File: config.mk
export PLATFORM = sky130hd
export DESIGN_NAME = thread_slot_free_list_top
export DESIGN_NICKNAME = d
export VERILOG_FILES = /design/src/rtl/tsfl_pkg.sv /design/src/rtl/tsfl_ctrl.sv /design/src/rtl/tsfl_dp.sv /design/src/rtl/thread_slot_free_list_top.sv
export SDC_FILE = /design/constraint.sdc
export NUM_CORES = 2
export LEC_CHECK = 0
export ABC_AREA = 1
export BUFFER_PORTS_ARGS = -buffer_cell sky130_fd_sc_hd__buf_2
export CAP_MARGIN = 10
export CORE_MARGIN = 5
export CORE_UTILIZATION = 40
export CTS_BUF_LIST = sky130_fd_sc_hd__clkbuf_8
export DETAILED_ROUTE_END_ITERATION = 10
export HOLD_SLACK_MARGIN = 0.1
export RECOVER_POWER = 50
export SYNTH_ARGS = -nofsm -noshare
export SYNTH_HDL_FRONTEND = slang
export SYNTH_SLANG_ARGS = --single-unit
File: constraint.sdc
create_clock -name clock -period 6.5 [get_ports clock]
set_clock_uncertainty 0.2 [all_clocks]
set_input_delay 0.65 -clock clock [delete_from_list [all_inputs] [get_ports clock]]
set_output_delay 0.65 -clock clock [all_outputs]
set_load 0.02 [all_outputs]
File: src/rtl/tsfl_pkg.sv
`timescale 1ns / 1ps

package tsfl_pkg;

   // Pool geometry and field widths
   localparam int NUM_SLOTS = 64;
   localparam int SLOT_W    = $clog2(NUM_SLOTS);
   localparam int CNT_W     = SLOT_W + 1;
   localparam int TOT_W     = CNT_W + 1;
   localparam int CYC_W     = 48;
   localparam int OCC_W     = 64;
   localparam int PROD_W    = CNT_W + CYC_W;
   localparam int SUM_W     = OCC_W + 1;
   localparam int FUNC_W    = 3;
   localparam int CTX_W     = 2;

   // Request function codes
   localparam logic [FUNC_W-1:0] FUNC_RESERVE   = 3'd0;
   localparam logic [FUNC_W-1:0] FUNC_UNRESERVE = 3'd1;
   localparam logic [FUNC_W-1:0] FUNC_POP       = 3'd2;
   localparam logic [FUNC_W-1:0] FUNC_PUSH      = 3'd3;
   localparam logic [FUNC_W-1:0] FUNC_QUERY     = 3'd4;

   // Counter selection codes
   localparam logic [CTX_W-1:0] CTX_NORMAL   = 2'd0;
   localparam logic [CTX_W-1:0] CTX_RESERVED = 2'd1;
   localparam logic [CTX_W-1:0] CTX_EXCL     = 2'd2;
   localparam logic [CTX_W-1:0] CTX_NONE     = 2'd3;

   // Controller to datapath
   typedef struct packed {
      logic capture;
      logic reserve;
      logic unreserve;
      logic pop;
      logic push;
      logic stats;
      logic respond;
   } tsfl_cmd_type;

   // Datapath to controller: decoded outcome of the held request
   typedef struct packed {
      logic err;
      logic reserve_ok;
      logic unreserve_ok;
      logic pop_ok;
      logic push_ok;
   } tsfl_sts_type;

   // Slots in use for a given set of free counters
   function automatic logic [CNT_W-1:0] alloc_of(input logic [CNT_W-1:0] fn,
                                                 input logic [CNT_W-1:0] fr,
                                                 input logic             fe);
      logic [TOT_W-1:0] total;
      total = {1'b0, fn} + {1'b0, fr} + TOT_W'(fe);
      if (total >= TOT_W'(NUM_SLOTS)) begin
         return '0;
      end
      return CNT_W'(TOT_W'(NUM_SLOTS) - total);
   endfunction

endpackage

File: src/rtl/tsfl_ctrl.sv
`timescale 1ns / 1ps

module tsfl_ctrl (
   input  logic                  clock,
   input  logic                  reset,
   input  logic                  start,
   output logic                  busy,
   input  tsfl_pkg::tsfl_sts_type sts,
   output tsfl_pkg::tsfl_cmd_type cmd,
   output logic                  rsp_valid
);
   import tsfl_pkg::*;

   localparam logic ST_IDLE = 1'b0;
   localparam logic ST_EXEC = 1'b1;

   logic state_ff, state_in;
   logic rsp_valid_ff;

   // Sequencing: take request, then execute and respond
   always_comb begin
      state_in = state_ff;
      cmd      = '0;
      case (state_ff)
         ST_IDLE: begin
            if (start) begin
               cmd.capture = 1'b1;
               state_in    = ST_EXEC;
            end
         end
         ST_EXEC: begin
            cmd.reserve   = sts.reserve_ok;
            cmd.unreserve = sts.unreserve_ok;
            cmd.pop       = sts.pop_ok;
            cmd.push      = sts.push_ok;
            cmd.stats     = sts.reserve_ok | sts.unreserve_ok | sts.pop_ok | sts.push_ok;
            cmd.respond   = 1'b1;
            state_in      = ST_IDLE;
         end
         default: begin
            state_in = ST_IDLE;
         end
      endcase
   end

   always_ff @(posedge clock) begin
      if (reset) begin
         state_ff     <= ST_IDLE;
         rsp_valid_ff <= 1'b0;
      end else begin
         state_ff     <= state_in;
         rsp_valid_ff <= cmd.respond;
      end
   end

   assign busy      = (state_ff == ST_EXEC);
   assign rsp_valid = rsp_valid_ff;

endmodule

File: src/rtl/tsfl_dp.sv
`timescale 1ns / 1ps

module tsfl_dp (
   input  logic                          clock,
   input  logic                          reset,
   input  tsfl_pkg::tsfl_cmd_type         cmd,
   output tsfl_pkg::tsfl_sts_type         sts,
   input  logic [tsfl_pkg::FUNC_W-1:0]   req_func,
   input  logic [tsfl_pkg::CTX_W-1:0]    req_context_req,
   input  logic [tsfl_pkg::SLOT_W-1:0]   req_slot_in,
   input  logic [tsfl_pkg::CYC_W-1:0]    req_cycle_now,
   output logic [tsfl_pkg::SLOT_W-1:0]   rsp_slot_out,
   output logic                          rsp_granted,
   output logic                          rsp_error,
   output logic [tsfl_pkg::CNT_W-1:0]    rsp_free_count,
   output logic [tsfl_pkg::CNT_W-1:0]    rsp_allocated_now,
   output logic [tsfl_pkg::OCC_W-1:0]    rsp_occupancy_sum,
   output logic [tsfl_pkg::CNT_W-1:0]    rsp_peak_allocated
);
   import tsfl_pkg::*;

   // Held request
   logic [FUNC_W-1:0] func_ff;
   logic [CTX_W-1:0]  ctx_ff;
   logic [SLOT_W-1:0] slot_ff;
   logic [CYC_W-1:0]  cycle_ff;
   logic [CYC_W-1:0]  elapsed_ff;
   logic              used_rd_ff;

   // Free list and counters
   logic [CNT_W-1:0]     link_mem [NUM_SLOTS];
   logic [NUM_SLOTS-1:0] link_vld_ff, link_vld_in;
   logic [CNT_W-1:0]     link_rd_ff;
   logic                 link_rd_vld_ff;
   logic [NUM_SLOTS-1:0] used_ff, used_in;
   logic [CNT_W-1:0]     head_ff, head_in;
   logic [CNT_W-1:0]     fn_ff, fn_in;
   logic [CNT_W-1:0]     fr_ff, fr_in;
   logic                 fe_ff, fe_in;

   // Statistics
   logic [CYC_W-1:0] last_ff, last_in;
   logic [OCC_W-1:0] occ_ff, occ_in;
   logic [CNT_W-1:0] peak_ff, peak_in;

   // Response registers
   logic [SLOT_W-1:0] slot_out_ff;
   logic              granted_ff;
   logic              error_ff;
   logic [CNT_W-1:0]  free_cnt_ff, free_cnt_in;
   logic [CNT_W-1:0]  alloc_out_ff;

   logic [SLOT_W-1:0] head_idx;
   logic [CNT_W-1:0]  link_next;
   logic [CNT_W-1:0]  cnt_sel;
   logic [CNT_W-1:0]  alloc_cur;
   logic [TOT_W-1:0]  total_free;
   logic              ctx_ok;
   logic              head_ok;
   logic [PROD_W-1:0] prod;
   logic [SUM_W-1:0]  sum;

   assign head_idx = head_ff[SLOT_W-1:0];
   // Entries never written give the reset link, index plus one
   assign link_next = link_rd_vld_ff ? link_rd_ff : ({1'b0, head_idx} + CNT_W'(1));
   assign alloc_cur = alloc_of(fn_ff, fr_ff, fe_ff);
   assign total_free = {1'b0, fn_ff} + {1'b0, fr_ff} + TOT_W'(fe_ff);
   assign ctx_ok = (ctx_ff != CTX_NONE);
   assign head_ok = (head_ff < CNT_W'(NUM_SLOTS));

   // Counter named by the request
   always_comb begin
      case (ctx_ff)
         CTX_NORMAL:   cnt_sel = fn_ff;
         CTX_RESERVED: cnt_sel = fr_ff;
         CTX_EXCL:     cnt_sel = CNT_W'(fe_ff);
         default:      cnt_sel = '0;
      endcase
   end

   // Request decode
   always_comb begin
      sts = '0;
      case (func_ff)
         FUNC_RESERVE: begin
            sts.err        = (fn_ff == '0);
            sts.reserve_ok = (fn_ff != '0);
         end
         FUNC_UNRESERVE: begin
            sts.err          = (fr_ff == '0);
            sts.unreserve_ok = (fr_ff != '0);
         end
         FUNC_POP: begin
            sts.err    = !ctx_ok;
            sts.pop_ok = ctx_ok && (cnt_sel != '0) && head_ok;
         end
         FUNC_PUSH: begin
            sts.err = !ctx_ok || !used_rd_ff || ((ctx_ff == CTX_EXCL) && fe_ff) ||
                      (total_free >= TOT_W'(NUM_SLOTS));
            sts.push_ok = !sts.err;
         end
         FUNC_QUERY: begin
            sts.err = !ctx_ok;
         end
         default: begin
            sts.err = 1'b1;
         end
      endcase
   end

   // Occupancy integral: allocated count before the change times elapsed cycles
   assign prod = PROD_W'(alloc_cur) * PROD_W'(elapsed_ff);
   assign sum  = {1'b0, occ_ff} + SUM_W'(prod);

   // Next state of list, counters and statistics
   always_comb begin
      fn_in       = fn_ff;
      fr_in       = fr_ff;
      fe_in       = fe_ff;
      head_in     = head_ff;
      used_in     = used_ff;
      link_vld_in = link_vld_ff;
      last_in     = last_ff;
      occ_in      = occ_ff;
      peak_in     = peak_ff;
      if (cmd.reserve) begin
         fn_in = fn_ff - CNT_W'(1);
         fr_in = fr_ff + CNT_W'(1);
      end
      if (cmd.unreserve) begin
         fn_in = fn_ff + CNT_W'(1);
         fr_in = fr_ff - CNT_W'(1);
      end
      if (cmd.pop) begin
         head_in           = link_next;
         used_in[head_idx] = 1'b1;
         case (ctx_ff)
            CTX_NORMAL:   fn_in = fn_ff - CNT_W'(1);
            CTX_RESERVED: fr_in = fr_ff - CNT_W'(1);
            CTX_EXCL:     fe_in = 1'b0;
            default:      fe_in = fe_ff;
         endcase
      end
      if (cmd.push) begin
         head_in              = {1'b0, slot_ff};
         used_in[slot_ff]     = 1'b0;
         link_vld_in[slot_ff] = 1'b1;
         case (ctx_ff)
            CTX_NORMAL:   fn_in = fn_ff + CNT_W'(1);
            CTX_RESERVED: fr_in = fr_ff + CNT_W'(1);
            CTX_EXCL:     fe_in = 1'b1;
            default:      fe_in = fe_ff;
         endcase
      end
      if (cmd.stats) begin
         last_in = cycle_ff;
         occ_in  = sum[OCC_W] ? '1 : sum[OCC_W-1:0];
         peak_in = (alloc_cur > peak_ff) ? alloc_cur : peak_ff;
      end
   end

   // Free count after the step
   always_comb begin
      case (ctx_ff)
         CTX_NORMAL:   free_cnt_in = fn_in;
         CTX_RESERVED: free_cnt_in = fr_in;
         CTX_EXCL:     free_cnt_in = CNT_W'(fe_in);
         default:      free_cnt_in = '0;
      endcase
   end

   // Link memory: written by push, head entry read on capture
   always_ff @(posedge clock) begin
      if (cmd.push) begin
         link_mem[slot_ff] <= head_ff;
      end
      if (cmd.capture) begin
         link_rd_ff <= link_mem[head_idx];
      end
   end

   // Request capture and response payload
   always_ff @(posedge clock) begin
      if (cmd.capture) begin
         func_ff    <= req_func;
         ctx_ff     <= req_context_req;
         slot_ff    <= req_slot_in;
         cycle_ff   <= req_cycle_now;
         elapsed_ff <= req_cycle_now - last_ff;
         // in-use flag of the pushed slot, stable until execute
         used_rd_ff <= used_ff[req_slot_in];
      end
      if (cmd.respond) begin
         slot_out_ff  <= cmd.pop ? head_idx : '0;
         granted_ff   <= cmd.pop;
         error_ff     <= sts.err;
         free_cnt_ff  <= free_cnt_in;
         alloc_out_ff <= alloc_of(fn_in, fr_in, fe_in);
      end
   end

   // Control and architectural state
   always_ff @(posedge clock) begin
      if (reset) begin
         link_vld_ff    <= '0;
         link_rd_vld_ff <= 1'b0;
         used_ff        <= '0;
         head_ff        <= '0;
         fn_ff          <= CNT_W'(NUM_SLOTS - 1);
         fr_ff          <= '0;
         fe_ff          <= 1'b1;
         last_ff        <= '0;
         occ_ff         <= '0;
         peak_ff        <= '0;
      end else begin
         link_vld_ff <= link_vld_in;
         if (cmd.capture) begin
            link_rd_vld_ff <= link_vld_ff[head_idx];
         end
         used_ff <= used_in;
         head_ff <= head_in;
         fn_ff   <= fn_in;
         fr_ff   <= fr_in;
         fe_ff   <= fe_in;
         last_ff <= last_in;
         occ_ff  <= occ_in;
         peak_ff <= peak_in;
      end
   end

   assign rsp_slot_out       = slot_out_ff;
   assign rsp_granted        = granted_ff;
   assign rsp_error          = error_ff;
   assign rsp_free_count     = free_cnt_ff;
   assign rsp_allocated_now  = alloc_out_ff;
   assign rsp_occupancy_sum  = occ_ff;
   assign rsp_peak_allocated = peak_ff;

endmodule

File: src/rtl/thread_slot_free_list_top.sv
`timescale 1ns / 1ps

// Channel   Ports                                     Handshake
// request   req_func, req_context_req, req_slot_in,   taken when start && !busy
//           req_cycle_now
// response  rsp_slot_out, rsp_granted, rsp_error,     one cycle, marked by rsp_valid
//           rsp_free_count, rsp_allocated_now,
//           rsp_occupancy_sum, rsp_peak_allocated
//
// For each request, the capture cycle reads the link of the head slot
// from the link memory, the next cycle decodes, updates list, counters and
// statistics and registers the response. rsp_valid is high in the cycle after
// that, and a new request may be taken in that same cycle.
// Synchronous active-high reset; the state is ready for requests right after it.
// The receiver cannot stall; busy is high only during the execute cycle.

module thread_slot_free_list_top (
   input  logic                          clock,
   input  logic                          reset,
   input  logic                          start,
   output logic                          busy,
   input  logic [tsfl_pkg::FUNC_W-1:0]   req_func,
   input  logic [tsfl_pkg::CTX_W-1:0]    req_context_req,
   input  logic [tsfl_pkg::SLOT_W-1:0]   req_slot_in,
   input  logic [tsfl_pkg::CYC_W-1:0]    req_cycle_now,
   output logic                          rsp_valid,
   output logic [tsfl_pkg::SLOT_W-1:0]   rsp_slot_out,
   output logic                          rsp_granted,
   output logic                          rsp_error,
   output logic [tsfl_pkg::CNT_W-1:0]    rsp_free_count,
   output logic [tsfl_pkg::CNT_W-1:0]    rsp_allocated_now,
   output logic [tsfl_pkg::OCC_W-1:0]    rsp_occupancy_sum,
   output logic [tsfl_pkg::CNT_W-1:0]    rsp_peak_allocated
);
   import tsfl_pkg::*;

   tsfl_cmd_type cmd;
   tsfl_sts_type sts;

   // Sequencer
   tsfl_ctrl u_ctrl (
      .clock     (clock),
      .reset     (reset),
      .start     (start),
      .busy      (busy),
      .sts       (sts),
      .cmd       (cmd),
      .rsp_valid (rsp_valid)
   );

   // Free list, counters and statistics
   tsfl_dp u_dp (
      .clock              (clock),
      .reset              (reset),
      .cmd                (cmd),
      .sts                (sts),
      .req_func           (req_func),
      .req_context_req    (req_context_req),
      .req_slot_in        (req_slot_in),
      .req_cycle_now      (req_cycle_now),
      .rsp_slot_out       (rsp_slot_out),
      .rsp_granted        (rsp_granted),
      .rsp_error          (rsp_error),
      .rsp_free_count     (rsp_free_count),
      .rsp_allocated_now  (rsp_allocated_now),
      .rsp_occupancy_sum  (rsp_occupancy_sum),
      .rsp_peak_allocated (rsp_peak_allocated)
   );

endmodule

==> flow_summary.ini <==
[setup_path]
worst_path_max_delay_cell = sky130_fd_sc_hd__fa_1
critical_path_arrival_ns = 7.23
cp_slowest_stage_delay_ns = 0.49
regToRegStartpoint = u_dp.fr_ff[0]$_SDFF_PP0_
setup.worst_path.start_class = flop
setup.worst_path.end_class = flop
worst-path-max-fanout = 7
worst_ep_required_time_ns = 7.04
critPathKind = reg2reg
worst-r2r-cell-count = 33
regToRegSetupSlack_ns = -0.19
endpoint_of_the_lowest_slack_register_to_register_path = u_dp.rsp_occupancy_sum[17]$_SDFFE_PP0P_

[floorplan]
initial_core_util_pct = 40.3
total_die_area_um2 = 136000
die_boundary_width_um = 369
row_count = 131
die_y_um = 369
floorplan_core_area_um2 = 128000
top_level_ports = 157

[placement]
cell_count_after_placement = 7932
hpwl_um = 121000
place_congestion = 0.947
place_worst_setup_slack_ns = -0.337
portBuffers = 156

[synthesis]
mappedNetlistArea_um2 = 51500
syn-instance-count = 5968
synthesis.area_per_instance_um2 = 8.62
postSynth.topFlopCell = sky130_fd_sc_hd__edfxtp_1
ys.warnings.count = 0
ys_seq_area_share_pct = 44.7
synth_enable_flop_cells = 585
asyncSetResetFlopFracSynth_pct = 0
post_synth_num_cell_types = 60
postSynthRegisterBits = 857
synth_nets = 6472

[timing]
slew-limit-headroom_pct = -99.7
fin_crit_period_ns = 6.69
final-hold-violation-count = 0
fin_ws_ns = -0.193
setup_viol = 60
min_period_over_period_pct = 103
tightest_slew_ns = 3.00
setup_total_negative_slack_ns = -7.13
fmax_mhz = 149
setup_repair_after_global_routing_missed_its_margin = true
whs_ns = 0.251
slew_viol_final = 520

[power]
power.static_leakage_uw = 0.0279
pwr_density_cell_nw_per_um2 = 222
power.ir.vdd_worst_mv = 0.182
p_total_uw = 13800

[cts]
cts.sinks = 857
cts.root.buffer_cell = sky130_fd_sc_hd__clkbuf_8
cts_made_buffers = 150
cts.reportedPaths.clkPinSlew_ns = 0.06
h-tree-depth = 4
clock_path_buffers = 3
tritoncts = done
clock_insertion_delay_worst_skew_ns = 0.88

[grt]
grt.total_usage_pct = 24.5
maximum_number_of_pins_on_one_net_before_global_route_repair = 78
grt_pass1_vias = 42400
grt_pass1_wl_um = 255000
grt_antenna_before_repair = 4
globalRoute.totalOverflow = 0

[drt]
detailedRoute.firstPassIterationCount = 6
drt_iter0_markers = 3661
antenna_left = 0
wl_per_cell_um = 20.5
detailroute.via_count = 43300
routed_via_density = 5.19
post-route-drc-count = 0
routed_wl_um = 171000

[run_status]
failing_checks = capacitance limit, slew limit, setup timing
status = complete, but fails checks

[min_path]
worstHoldPathType = reg2reg
hold_end = u_dp.link_vld_ff[54]$_SDFFE_PP0P_
hold_path_depth = 2
timing.hold.worst.start = u_dp.link_vld_ff[54]$_SDFFE_PP0P_

[final_layout]
multi_input_comb_area_um2 = 25400
layout.cells.most_common = sky130_fd_sc_hd__nand2_1
number_of_fill_cells = 12100
finish.net_count = 7047
ff_latch_area_um2 = 23000
synthToLayoutAreaGrowth_pct = 21.0
instances_no_fill = 8337
commonest_cells_after_routing_fill_and_taps_aside = 1424 x sky130_fd_sc_hd__nand2_1, 1084 x sky130_fd_sc_hd__inv_1, 585 x sky130_fd_sc_hd__edfxtp_1
layout-drive-gt1-share_pct = 15.0

[flow_run]
max_cap_viol_count = 12
-- cell type report --
type,count,share of cell area [%]
antenna,4,0.0161
clock buffer,173,3.82
clock inverter,107,1.24
inverter,1089,6.61
multi-input combinational,3856,40.7
sequential,857,37.0
tap,1662,3.34
timing repair buffer,589,7.26
-- sequential cells by signal (all words and copies together) (netlist names), 2 cells and up --
name	cells
u_dp.used_ff	64
u_dp.fn_ff	7
u_dp.rsp_occupancy_sum	64
u_dp.func_ff	3
u_dp.cycle_ff	48
u_dp.rsp_peak_allocated	7
u_dp.head_ff	7
u_dp.ctx_ff	2
u_dp.rsp_slot_out	6
u_dp.link_vld_ff	64
u_dp.slot_ff	6
u_dp.fr_ff	7
u_dp.link_rd_ff	7
u_dp.rsp_free_count	7
u_dp.rsp_allocated_now	7
u_dp.last_ff	48
u_dp.link_mem	448
u_dp.elapsed_ff	48
-- where the power goes --
group / internal, µW / switching, µW
Sequential: 5900 / 109
Combinational: 1040 / 1550
Clock: 2770 / 2450
Total: 9700 / 4110
-- cells in the mapped netlist (all sizes together) (2+ instances only) --
cell | instances | area, µm²
clkinv | 4 | 15.0
a21o | 9 | 67.6
o22ai | 22 | 138
o2111ai | 11 | 96.3
dfxtp | 272 | 5450
a31oi | 15 | 93.8
nor3 | 52 | 277
a211oi | 3 | 22.5
fa | 287 | 5750
clkbuf | 80 | 302
o21ai | 269 | 1350
and2 | 8 | 50.1
nand2 | 1506 | 5680
or2 | 6 | 40.0
a221oi | 27 | 236
xor2 | 67 | 587
xnor2 | 44 | 385
buf | 86 | 458
a21boi | 4 | 30.0
nor2 | 570 | 2250
o31ai | 2 | 15.0
a22oi | 69 | 518
inv | 1085 | 4070
nand4 | 74 | 478
nand3b | 4 | 30.0
and3 | 10 | 62.6
edfxtp | 585 | 17600
o21bai | 60 | 450
a22o | 7 | 61.3
a21oi | 284 | 1430
o21a | 4 | 30.0
nand3 | 251 | 1270
nor4 | 7 | 50.1
ha | 155 | 1940
o211ai | 25 | 188
-- repair_timing --
item | CTS | global route
hold endpoints to repair | 85 | 0
hold buffers | 61 | 0
setup buffers | 28 | 21
gates resized for setup | 195 | 299
pin swaps | 34 | 104
setup endpoints to repair | 64 | 64
cloned | 9 | 3
-- how the worst max path moves through the flow --
| stage | cells past startpoint | slack, ns | start | end |
|---|---|---|---|---|
| after floorplan | 35 | 0.005 | u_dp.fr_ff[0]$_SDFF_PP0_ | u_dp.rsp_occupancy_sum[25]$_SDFFE_PP0P_ |
| after global placement | 31 | -0.38 | u_dp.fe_ff$_SDFF_PP1_ | u_dp.rsp_occupancy_sum[52]$_SDFFE_PP0P_ |
| after detailed placement | 31 | -0.34 | u_dp.fe_ff$_SDFF_PP1_ | u_dp.rsp_occupancy_sum[52]$_SDFFE_PP0P_ |
| after CTS | 34 | -0.08 | u_dp.fe_ff$_SDFF_PP1_ | u_dp.rsp_occupancy_sum[44]$_SDFFE_PP0P_ |
| after global routing | 31 | -0.44 | u_dp.fr_ff[2]$_SDFF_PP0_ | u_dp.rsp_occupancy_sum[24]$_SDFFE_PP0P_ |
| final | 33 | -0.19 | u_dp.fr_ff[0]$_SDFF_PP0_ | u_dp.rsp_occupancy_sum[17]$_SDFFE_PP0P_ |
-- critical path, delay by kind of cell, from the launching register on --
kind / cells / cell delay (ns)
flip-flops: 1 / 0.33
buffers and inverters: 12 / 1.34
AND/OR/NAND/NOR: 9 / 1.05
adder cells (fa/ha/maj): 8 / 3.05
AO/OA/AOI/OAI: 4 / 0.53
-- cell families (layout without fill, tap and decap cells) --
kind of cell | count (synthesis) | after routing | synth area share (%)
AO/OA/AOI/OAI | 814 | 814 | 9.22
buffers and inverters | 1255 | 1958 | 9.42
XOR/XNOR | 111 | 111 | 1.89
AND/OR/NAND/NOR | 2489 | 2489 | 19.8
adder cells (fa/ha/maj) | 442 | 442 | 14.9
flip-flops | 857 | 857 | 44.7
other | 0 | 4 | 0
-- metrics by stage --
step / area [µm²] / util (%)
2_1_floorplan: 51500 / -
3_3_place_gp: 56100 / 43.9
3_5_place_dp: 56100 / 43.9
4_1_cts: 61200 / 48.0
5_1_grt: 62300 / 48.8
6_report: 62300 / 48.8
-- layer usage --
metal | global-route usage [%] | vias up | share of wire (%)
li1 | - | 20300 | -
met1 | 33.2 | 21000 | 43
met2 | 38.9 | 1623 | 46
met3 | 4.55 | 323 | 7.4
met4 | 9.50 | 2 | 4.3
met5 | 0 | - | 0.0064
No activity file was read; power rests on OpenSTA's default activity.
